## src/hw/rtl/sbsm_pkg.sv

```systemverilog
package sbsm_pkg;

  localparam int unsigned WORK_RAM_BYTES_DEF = 8192;

  localparam int unsigned BANK_CNT_W = 5;
  localparam int unsigned CFG_IDX_W  = 1;
  localparam int unsigned RAM_OFS_W  = 13;
  localparam int unsigned MADDR_W    = 18;

  typedef enum logic [1:0] {
    CMD_CPU_RD = 2'd0,
    CMD_CPU_WR = 2'd1,
    CMD_PPU_RD = 2'd2,
    CMD_PPU_WR = 2'd3
  } cmd_t;

  typedef enum logic [CFG_IDX_W-1:0] {
    CFG_PRG_BANKS = 1'b0,
    CFG_CHR_BANKS = 1'b1
  } cfg_idx_t;

  typedef enum logic [1:0] {
    TGT_CONTROL  = 2'd0,
    TGT_CHR_LOW  = 2'd1,
    TGT_CHR_HIGH = 2'd2,
    TGT_PRG      = 2'd3
  } target_t;

  typedef enum logic [1:0] {
    PRG_32K_A    = 2'd0,
    PRG_32K_B    = 2'd1,
    PRG_FIX_LOW  = 2'd2,
    PRG_FIX_HIGH = 2'd3
  } prg_mode_t;

  localparam logic [4:0] CONTROL_RESET = 5'h1C;
  localparam logic [4:0] CONTROL_RESET_OR = 5'h0C;
  localparam logic [2:0] SHIFT_FULL = 3'd5;

  typedef struct packed {
    logic               hit;
    logic               ram_hit;
    logic               ram_rd;
    logic [MADDR_W-1:0] mem_offset;
    logic [1:0]         mirroring;
  } map_res_t;

  typedef struct packed {
    logic                 rd;
    logic                 wr;
    logic [RAM_OFS_W-1:0] ofs;
    logic [7:0]           data;
  } ram_req_t;

endpackage

```

## src/hw/rtl/sbsm_map.sv

```systemverilog
module sbsm_map import sbsm_pkg::*; (
  input  logic                  clk,
  input  logic                  rst,
  input  logic                  cfg_we,
  input  logic [CFG_IDX_W-1:0]  cfg_index,
  input  logic [BANK_CNT_W-1:0] cfg_data,
  input  logic                  accept,
  input  logic [1:0]            cmd,
  input  logic [15:0]           bus_addr,
  input  logic [7:0]            wr_data,
  output map_res_t              res,
  output ram_req_t              ram_req
);

  logic [BANK_CNT_W-1:0] prg_bank_count;
  logic [BANK_CNT_W-1:0] chr_bank_count;
  logic [4:0] shift_value, shift_value_next;
  logic [2:0] shift_count, shift_count_next;
  logic [4:0] control_bits, control_bits_next;
  logic [4:0] pattern_bank_low, pattern_bank_low_next;
  logic [4:0] pattern_bank_high, pattern_bank_high_next;
  logic [4:0] program_bank, program_bank_next;

  logic [4:0] shifted;
  logic [2:0] count_inc;
  logic       ram_region;
  logic       ppu_region;
  logic [3:0] last_bank;
  logic [3:0] prg_sel;
  logic [MADDR_W-1:0] prg_addr;
  logic [MADDR_W-1:0] chr_addr;

  always_ff @(posedge clk) begin
    if (rst) begin
      prg_bank_count <= BANK_CNT_W'(2);
      chr_bank_count <= '0;
    end else if (cfg_we) begin
      unique case (cfg_idx_t'(cfg_index))
        CFG_PRG_BANKS: prg_bank_count <= cfg_data;
        CFG_CHR_BANKS: chr_bank_count <= cfg_data;
        default: ;
      endcase
    end
  end

  assign ram_region = (bus_addr[15:13] == 3'b011);
  assign ppu_region = (bus_addr[15:13] == 3'b000);
  assign shifted    = {wr_data[0], shift_value[4:1]};
  assign count_inc  = shift_count + 3'd1;

  always_comb begin
    shift_value_next       = shift_value;
    shift_count_next       = shift_count;
    control_bits_next      = control_bits;
    pattern_bank_low_next  = pattern_bank_low;
    pattern_bank_high_next = pattern_bank_high;
    program_bank_next      = program_bank;
    if (accept && cmd_t'(cmd) == CMD_CPU_WR && bus_addr[15]) begin
      priority if (wr_data[7]) begin
        shift_value_next  = '0;
        shift_count_next  = '0;
        control_bits_next = control_bits | CONTROL_RESET_OR;
      end else if (count_inc == SHIFT_FULL) begin
        shift_value_next = '0;
        shift_count_next = '0;
        unique case (target_t'(bus_addr[14:13]))
          TGT_CONTROL:  control_bits_next      = shifted;
          TGT_CHR_LOW:  pattern_bank_low_next  = shifted;
          TGT_CHR_HIGH: pattern_bank_high_next = shifted;
          TGT_PRG:      program_bank_next      = shifted;
          default: ;
        endcase
      end else begin
        shift_value_next = shifted;
        shift_count_next = count_inc;
      end
    end
  end

  always_ff @(posedge clk) begin
    if (rst) begin
      shift_value       <= '0;
      shift_count       <= '0;
      control_bits      <= CONTROL_RESET;
      pattern_bank_low  <= '0;
      pattern_bank_high <= '0;
      program_bank      <= '0;
    end else begin
      shift_value       <= shift_value_next;
      shift_count       <= shift_count_next;
      control_bits      <= control_bits_next;
      pattern_bank_low  <= pattern_bank_low_next;
      pattern_bank_high <= pattern_bank_high_next;
      program_bank      <= program_bank_next;
    end
  end

  // a prg_bank_count of zero wraps to bank 15
  assign last_bank = 4'(prg_bank_count - BANK_CNT_W'(1));

  always_comb begin
    prg_sel  = program_bank[3:0];
    prg_addr = '0;
    unique case (prg_mode_t'(control_bits[3:2]))
      PRG_32K_A, PRG_32K_B: prg_addr = {program_bank[3:1], bus_addr[14:0]};
      PRG_FIX_LOW: begin
        prg_sel  = bus_addr[14] ? program_bank[3:0] : 4'd0;
        prg_addr = {prg_sel, bus_addr[13:0]};
      end
      PRG_FIX_HIGH: begin
        prg_sel  = bus_addr[14] ? last_bank : program_bank[3:0];
        prg_addr = {prg_sel, bus_addr[13:0]};
      end
      default: ;
    endcase
  end

  always_comb begin
    priority if (chr_bank_count == '0) begin
      chr_addr = {5'd0, bus_addr[12:0]};
    end else if (!control_bits[4]) begin
      chr_addr = {1'b0, pattern_bank_low[4:1], bus_addr[12:0]};
    end else if (!bus_addr[12]) begin
      chr_addr = {1'b0, pattern_bank_low, bus_addr[11:0]};
    end else begin
      chr_addr = {1'b0, pattern_bank_high, bus_addr[11:0]};
    end
  end

  always_comb begin
    res           = '0;
    res.mirroring = control_bits_next[1:0];
    unique case (cmd_t'(cmd))
      CMD_CPU_RD: begin
        if (ram_region) begin
          res.hit     = 1'b1;
          res.ram_hit = 1'b1;
          res.ram_rd  = 1'b1;
        end else if (bus_addr[15]) begin
          res.hit        = 1'b1;
          res.mem_offset = prg_addr;
        end
      end
      CMD_CPU_WR: begin
        if (ram_region) begin
          res.hit     = 1'b1;
          res.ram_hit = 1'b1;
        end
      end
      CMD_PPU_RD: begin
        if (ppu_region) begin
          res.hit        = 1'b1;
          res.mem_offset = chr_addr;
        end
      end
      CMD_PPU_WR: begin
        if (ppu_region && chr_bank_count == '0) begin
          res.hit        = 1'b1;
          res.mem_offset = {5'd0, bus_addr[12:0]};
        end
      end
      default: ;
    endcase
  end

  assign ram_req.rd   = accept && ram_region && cmd_t'(cmd) == CMD_CPU_RD;
  assign ram_req.wr   = accept && ram_region && cmd_t'(cmd) == CMD_CPU_WR;
  assign ram_req.ofs  = bus_addr[RAM_OFS_W-1:0];
  assign ram_req.data = wr_data;

endmodule

```

## config.mk

```make
export PLATFORM = sky130hd
export DESIGN_NAME = sbsm_map
export DESIGN_NICKNAME = d
export VERILOG_FILES = /design/src/hw/rtl/sbsm_pkg.sv /design/src/hw/rtl/sbsm_map.sv
export SDC_FILE = /design/constraint.sdc
export NUM_CORES = 1
export LEC_CHECK = 0
export BUFFER_PORTS_ARGS = -buffer_cell sky130_fd_sc_hd__buf_4
export CORE_UTILIZATION = 52
export DETAILED_ROUTE_END_ITERATION = 12
export PLACE_DENSITY_LB_ADDON = 0.25
export RECOVER_POWER = 50
export SYNTH_ARGS = -nofsm -noshare
export SYNTH_HDL_FRONTEND = slang
export SYNTH_SLANG_ARGS = --single-unit
```

## constraint.sdc

```tcl
create_clock -name clk -period 4.2 [get_ports clk]
set_input_delay 0.84 -clock clk [delete_from_list [all_inputs] [get_ports clk]]
set_output_delay 0.84 -clock clk [all_outputs]
set_load 0.01 [all_outputs]
```

# Word level (Yosys, flattened, before mapping)

Cells that the tools add are included.

Word-level logic and storage cells: 73
Input port bits: 36
Register bits: 36

Bitwise operators: 2
Add/subtract/negate cells: 2
Eq/ne operators: 11
Reduce and logical (&&, ||, !) cells: 21
Muxes and demuxes: 27

Operators with widths:

| kind                  | number |
|---|---|
| $pmux W18 S3          | 2 |
| $mux W18              | 3 |
| $mux W17              | 3 |
| $mux W4               | 5 |
| $reduce_and A4 Y1     | 4 |
| $mux W13              | 1 |
| $eq A2 B2 Y1 const B  | 6 |
| $mux W5               | 2 |
| $eq A2 B1 Y1 const B  | 3 |
| $logic_and A1 B1 Y1   | 6 |
| $logic_not A2 Y1      | 3 |
| $mux W3               | 2 |
| $logic_not A5 Y1      | 1 |
| $mux W1               | 5 |
| $mux W2               | 2 |
| $pmux W1 S4           | 1 |
| $reduce_and A2 Y1     | 2 |
| $reduce_bool A2 Y1    | 2 |
| $sub A4 B1 Y4 const B | 1 |
| $add A3 B1 Y3 const B | 1 |
| $eq A3 B2 Y1 const B  | 1 |
| $eq A3 B3 Y1 const B  | 1 |
| $logic_not A3 Y1      | 1 |
| $reduce_and A3 Y1     | 1 |
| other kinds (3)       | 4 |

# Logic depth before layout (Yosys ltp)

Gate-level depths: netlist of the first run.

Word-level depth: 6
Gate-level depth with buffers: 6
Depth with buffers taken out: 6

# Worst setup path before layout of the first run

No wires, ideal clock.

Kind: input to output
Start point: input bus_addr[14]
End point: output res[15] (netlist name)
Stages on the path: 5
Path buffers: 1
Data arrival time: 2101 ps
Slack: 1259 ps
Cells stage by stage: clkbuf_1 > nor4b_1 > nor2b_1 > o21ai_0 > o21ai_0

RTL lines:

| what        | RTL line       | text |
|---|---|---|
| from (decl) | sbsm_map.sv:9  | `input logic [15:0] bus_addr,` |
| to (decl)   | sbsm_map.sv:11 | `output map_res_t res,` |

==> results of run 1 <==
## area by class of cell
cell class	instances	area [µm²]	area share, %
clock buffers	8	100.1	4.098
repair buffers	69	454.2	18.60
well taps	48	60.06	2.459
inverters	8	30.03	1.230
multi-input cells	163	1097	44.93
flip-flops and latches	35	700.7	28.69
## layout by cell type (no fill, tap or decap), types with 4 or more instances in the layout
master     n
buf_4     52
a21oi_1   14
clkbuf_8   7
inv_1      8
nor2_1    30
nor2b_1   15
a22oi_1    6
o21ai_0    7
a31oi_1    4
mux2i_1   20
nand2b_1   5
clkbuf_1  18
nor3_1     4
dfxtp_1   35
nand3_1    6
nand2_1   11
## how the worst max path moves through the flow
stage	from	end	slack (ns)	cells past startpoint
after floorplan	bus_addr[14]	res[15]	1.26	5
after global placement	bus_addr[14]	res[14]	1.01	6
after detailed placement	bus_addr[14]	res[14]	0.94	6
after CTS	bus_addr[14]	res[14]	0.92	6
after global routing	cmd[1]	res[14]	0.81	6
final	bus_addr[14]	res[14]	0.94	6
## worst max-delay path: cells and delay by family
family | cells | cell delay [ns]
compound gates | 2 | 0.61
buf+inv | 2 | 0.31
simple gates | 2 | 0.66
## logic make-up (layout without fill, tap and decap cells)
| family | Yosys count | count (layout) | share of synthesized area (%) |
|---|---|---|---|
| buf+inv | 37 | 85 | 10.61 |
| compound gates | 44 | 44 | 13.60 |
| simple gates | 90 | 90 | 26.89 |
| flops | 35 | 35 | 34.15 |
| xor+xnor | 4 | 4 | 2.074 |
| fa+ha+maj | 3 | 3 | 1.829 |
| mux | 22 | 22 | 10.85 |
## metrics by stage
step / area [µm²] / hold slack, ns
final: 2442 / 0.4597
after global routing: 2442 / 0.4863
after CTS: 2542 / 0.4626
after detailed placement: 2442 / 0.4503
after global placement: 2442 / 0.4444
after floorplan: 2052 / 0.4356
## registers in the layout, summed over array words and instances, names as in the netlist
signal	cells
pattern_bank_high	5
prg_bank_count	4
chr_bank_count	5
pattern_bank_low	5
shift_value	4
control_bits	5
program_bank	4
shift_count	3
## Yosys cell counts (2+ instances only)
master | instances | area share [%]
nor3b_1 | 2 | 0.73
nand3_1 | 6 | 1.5
mux2_2 | 2 | 1.1
or2_2 | 2 | 0.61
inv_1 | 8 | 1.5
nand2b_1 | 5 | 1.5
o22ai_1 | 3 | 0.91
a21o_1 | 2 | 0.73
clkbuf_1 | 8 | 1.5
a31oi_1 | 4 | 1.2
o21bai_1 | 2 | 0.73
nor4_4 | 3 | 3.1
nand2_1 | 11 | 2.0
o2bb2ai_1 | 2 | 0.85
nor2_1 | 30 | 5.5
nor2b_1 | 15 | 4.6
xor2_1 | 2 | 0.85
a21oi_1 | 14 | 3.4
mux2i_1 | 20 | 9.8
a22oi_1 | 6 | 2.2
ha_1 | 3 | 1.8
dfxtp_1 | 35 | 34
o21ai_0 | 7 | 1.7
buf_4 | 21 | 7.7
nor3_1 | 4 | 0.98
## layer usage
layer	track usage (%)	up-vias	share of wire [%]
li1	-	895	-
met5	0	-	0
met2	38.67	67	47
met4	9.167	0	1.3
met1	28.25	821	43
met3	6.338	6	8.5
## power breakdown
group          switching [µW]  total, µW  internal [µW]
combinational            54.8        101           46.6
sequential               3.12        340            336
clock                     113        262            149
==> run_results.csv, run 1 <==
group,metric,value,unit
outcome,outcome,"completed",
power,vdd_ir_drop_max,0.2637,mV
clock_tree,ctsHoldBuffers,0,
placement,dp.cells,323,
clock_tree,cts_tree,"built",
worst_hold_path,hp-class,"reg2reg",
cells_and_area,instances_no_fill,331,
logic_synthesis,syn_inst,235,
worst_setup_path,rr_startpoint,"shift_count[1]",
global_route,grt_max_degree,37,
global_route,grt_usage,23.29,%
cells_and_area,syn_to_final_growth,19.02,%
worst_setup_path,cp-start-kind,"input pin",
worst_setup_path,reg2reg_to,"control_bits[0]",
floorplan,dieWidth,64.82,µm
logic_synthesis,yosysWarnings,0,
timing,timing.final.ws_setup,0.9409,ns
timing,max-slew-margin-rel,39.01,%
detailed_routing,wl_per_cell,14.14,µm
clock_tree,cts.htree.levels,2,
floorplan,start_util,55.22,%
worst_hold_path,worstHoldEndpoint,"chr_bank_count[0]",
cells_and_area,antenna_cells,0,
logic_synthesis,synthArstFlopShare,0,%
clock_tree,clock_latency,0.28,ns
worst_setup_path,cp_common_cell,"buf_4",
placement,finalWeightedCongestion,0.7895,
worst_setup_path,path_max_fanout,10,
worst_setup_path,critical_path.max_stage_delay,0.43,ns
worst_setup_path,cp_cell_sequence,"buf_4 > nor4b_1 > nor2b_1 > o21ai_0 > o221ai_1 > buf_4",
global_route,antenna_found_initial,0,
worst_setup_path,worstPathRequired,3.36,ns
clock_tree,cts.path.max_buffers,2,
worst_setup_path,crit_type,"in2out",
clock_tree,cts_resized,0,
timing,hold_viol_final,0,
worst_setup_path,endpoint_kind,"output pin",
clock_tree,root_buffer,"clkbuf_8",
floorplan,die_h,64.82,µm
detailed_routing,first_pass_iters,4,
timing,slew_viol_final,0,
detailed_routing,drcViolationCount,0,
worst_setup_path,slowest_stage,"nor4b_1",
timing,max_freq,306.8,MHz
logic_synthesis,synth_cell_types,43,
worst_hold_path,min-delay-start,"chr_bank_count[0]",
cells_and_area,fillers,366,
logic_synthesis,synth.net_count,274,
power,power,703.4,µW
global_route,gr-total-overflow,0,
logic_synthesis,syn-cell-area,2052,µm²
placement,post-place-ws,0.9428,ns
detailed_routing,drt-initial-drc-count,78,
timing,fin_crit,3.259,ns
timing,tightest_slew,0.9149,ns
detailed_routing,dr_total_vias,1789,
placement,io_buffers,69,
detailed_routing,vias_per_cell,5.405,
worst_setup_path,r2r_cells,5,
floorplan,die_area,4201,µm²
detailed_routing,wl,4679,µm
logic_synthesis,seq_area_frac_synth,34.15,%
floorplan,row_count,22,
floorplan,pin_count,82,
placement,hpwl,3536,µm
logic_synthesis,syn_area_per_cell,8.732,µm²
clock_tree,cts_buffers,5,
floorplan,coreArea,3716,µm²
timing,final-setup-viol-count,0,
power,p_leak,0.0009853,µW
worst_setup_path,arrival,2.42,ns
detailed_routing,ant_nets,0,
flow_run,drv_cap,0,
power,p_per_area,288.0,nW/µm²
timing,tns,0,ns
worst_setup_path,rrSetupSlack,2.25,ns
timing,rsz0062_at_grt,"no",
global_route,grt_pass1_wl,7452,µm
logic_synthesis,synth_edf_count,0,
cells_and_area,drive_above_1_share,24.38,%
timing,clock-skew-final,0.002750,ns
clock_tree,postCtsSetupRepairBufs,0,
global_route,first_global_vias,1568,
clock_tree,clk_pin_slew,0.06,ns
worst_hold_path,whs_path_depth,2,
logic_synthesis,ys_ff_latch,35,
logic_synthesis,synthFlopType,"dfxtp_1",
cells_and_area,finalNetCount,321,
cells_and_area,utilization,65.72,%
timing,fin_crit_sh,77.60,%
clock_tree,clock_sinks,35,
Power figures use the tool's default switching activity.
==> run 2: changes to the inputs <==
Settings changed: CORE_UTILIZATION 52 to 48.
Clock period 4.2 ns to 3.15 ns, I/O delays scaled along.
==> run_results.csv, run 2 (synthesized netlist as in run 1, its figures left out) <==
group,metric,value,unit
timing,rsz0062_at_grt,"no",
global_route,first_global_vias,1551,
floorplan,row_count,23,
timing,tns,0,ns
flow_run,drv_cap,0,
cells_and_area,instances_no_fill,333,
placement,post_dp_cell_area,2445,µm²
detailed_routing,ant_nets,0,
detailed_routing,met1_length,2011,µm
timing,max_freq,361.0,MHz
placement,io_buffers,69,
floorplan,die_h,67.38,µm
worst_setup_path,critical_path.max_stage_delay,0.48,ns
detailed_routing,drcViolationCount,0,
worst_hold_path,hp-class,"reg2reg",
floorplan,pin_count,82,
detailed_routing,wl,4699,µm
placement,hpwl,3627,µm
floorplan,start_util,50.57,%
timing,hold_viol_final,0,
cells_and_area,final_cell_mix,"buf_4, dfxtp_1, nor2_1, mux2i_1, clkbuf_1",
timing,clock-skew-final,0.008062,ns
cells_and_area,drive_above_1_share,24.38,%
detailed_routing,dr_total_vias,1786,
detailed_routing,vias_per_cell,5.363,
power,p_leak,0.0009750,µW
detailed_routing,drt-initial-drc-count,62,
clock_tree,root_buffer,"clkbuf_8",
global_route,gr-total-overflow,0,
clock_tree,clock_sinks,35,
placement,finalWeightedCongestion,0.8708,
floorplan,die_area,4540,µm²
cells_and_area,post-route-cell-area,2429,µm²
timing,max-slew-margin-rel,30.52,%
worst_setup_path,cp_cell_sequence,"inv_1 > ha_1 > nand2b_1 > nand4bb_1 > mux2_2 > buf_4",
worst_setup_path,endpoint_kind,"output pin",
worst_setup_path,worstPathRequired,2.52,ns
timing,slew_viol_final,0,
clock_tree,cts.htree.levels,2,
cells_and_area,final_common_cell,"buf_4",
global_route,grt_max_degree,37,
worst_setup_path,arrival,2.14,ns
power,vdd_ir_drop_max,0.3012,mV
clock_tree,cts_buffers,5,
clock_tree,ctsHoldBuffers,0,
floorplan,coreArea,4058,µm²
worst_setup_path,slowest_stage,"nand4bb_1",
outcome,outcome,"completed",
detailed_routing,dr_wl_met3,389,µm
cells_and_area,finalNetCount,321,
global_route,antenna_found_initial,0,
cells_and_area,syn_to_final_growth,18.35,%
worst_setup_path,crit_type,"reg2out",
clock_tree,cts.path.max_buffers,2,
floorplan,dieWidth,67.38,µm
detailed_routing,wl_per_cell,14.11,µm
power,p_per_area,383.3,nW/µm²
timing,final-setup-viol-count,0,
worst_setup_path,path_max_fanout,6,
detailed_routing,first_pass_iters,4,
clock_tree,postCtsSetupRepairBufs,0,
global_route,grt_usage,22.13,%
detailed_routing,top_layer,"met4",
cells_and_area,fillers,401,
timing,finalHoldWorstSlack,0.4692,ns
clock_tree,cts_resized,0,
placement,dp.cells,325,
cells_and_area,antenna_cells,0,
cells_and_area,utilization,59.85,%
clock_tree,clk_pin_slew,0.07,ns
timing,fin_crit_sh,87.95,%
timing,tightest_slew,1.033,ns
worst_setup_path,cp-start-kind,"flip-flop",
detailed_routing,dr_wl_met2,2246,µm
clock_tree,cts_tree,"built",
timing,fin_crit,2.770,ns
clock_tree,clock_latency,0.29,ns
global_route,grt_pass1_wl,7258,µm
[run 2: final cells by class]
type	instances	area (µm²)	share of cell area, %
clock inverter	2	16.27	0.6698
clock buffer	6	82.58	3.400
tap	50	62.56	2.576
multi-input combinational	163	1082	44.56
inverter	8	30.03	1.236
sequential	35	700.7	28.85
timing repair buffer	69	454.2	18.70
[run 2: critical path, delay by kind of cell (launching register included)]
family | cells | cell delay [ns]
multiplexers | 1 | 0.41
flip-flops | 1 | 0.31
adder cells (fa/ha/maj) | 1 | 0.24
AND/OR/NAND/NOR | 2 | 0.66
buffers and inverters | 2 | 0.23
[run 2: report_power, final]
part | leakage (µW) | internal, µW | switching, µW
clock | 0.0000474 | 178 | 166
sequential | 0.000283 | 448 | 4.81
combinational | 0.000644 | 62.2 | 71.5
total | 0.000975 | 689 | 242
[run 2: per-stage QoR]
step / setup WS, ns / power [µW]
after global routing: 0.2623 / 978.9
after CTS: 0.4139 / 954.5
after global placement: 0.4774 / 608.5
final: 0.3797 / 930.8
after detailed placement: 0.4366 / 610.5
after floorplan: 0.6291 / 552.7
[run 2: metal layers]
metal	track usage, %	up-vias
met5	0	-
met4	8.777	0
met3	5.068	8
met2	39.00	74
met1	25.62	809
li1	-	895
[run 2: final timing paths]
path                                        start                end  slack, ns  depth (start not counted)
worst max-delay path               shift_count[0]             res[0]       0.38                          6
worst min register to register  chr_bank_count[1]  chr_bank_count[1]       0.47                          2
worst max register to register     shift_count[0]    program_bank[1]       1.00                          6
worst min-delay path            chr_bank_count[1]  chr_bank_count[1]       0.47                          2
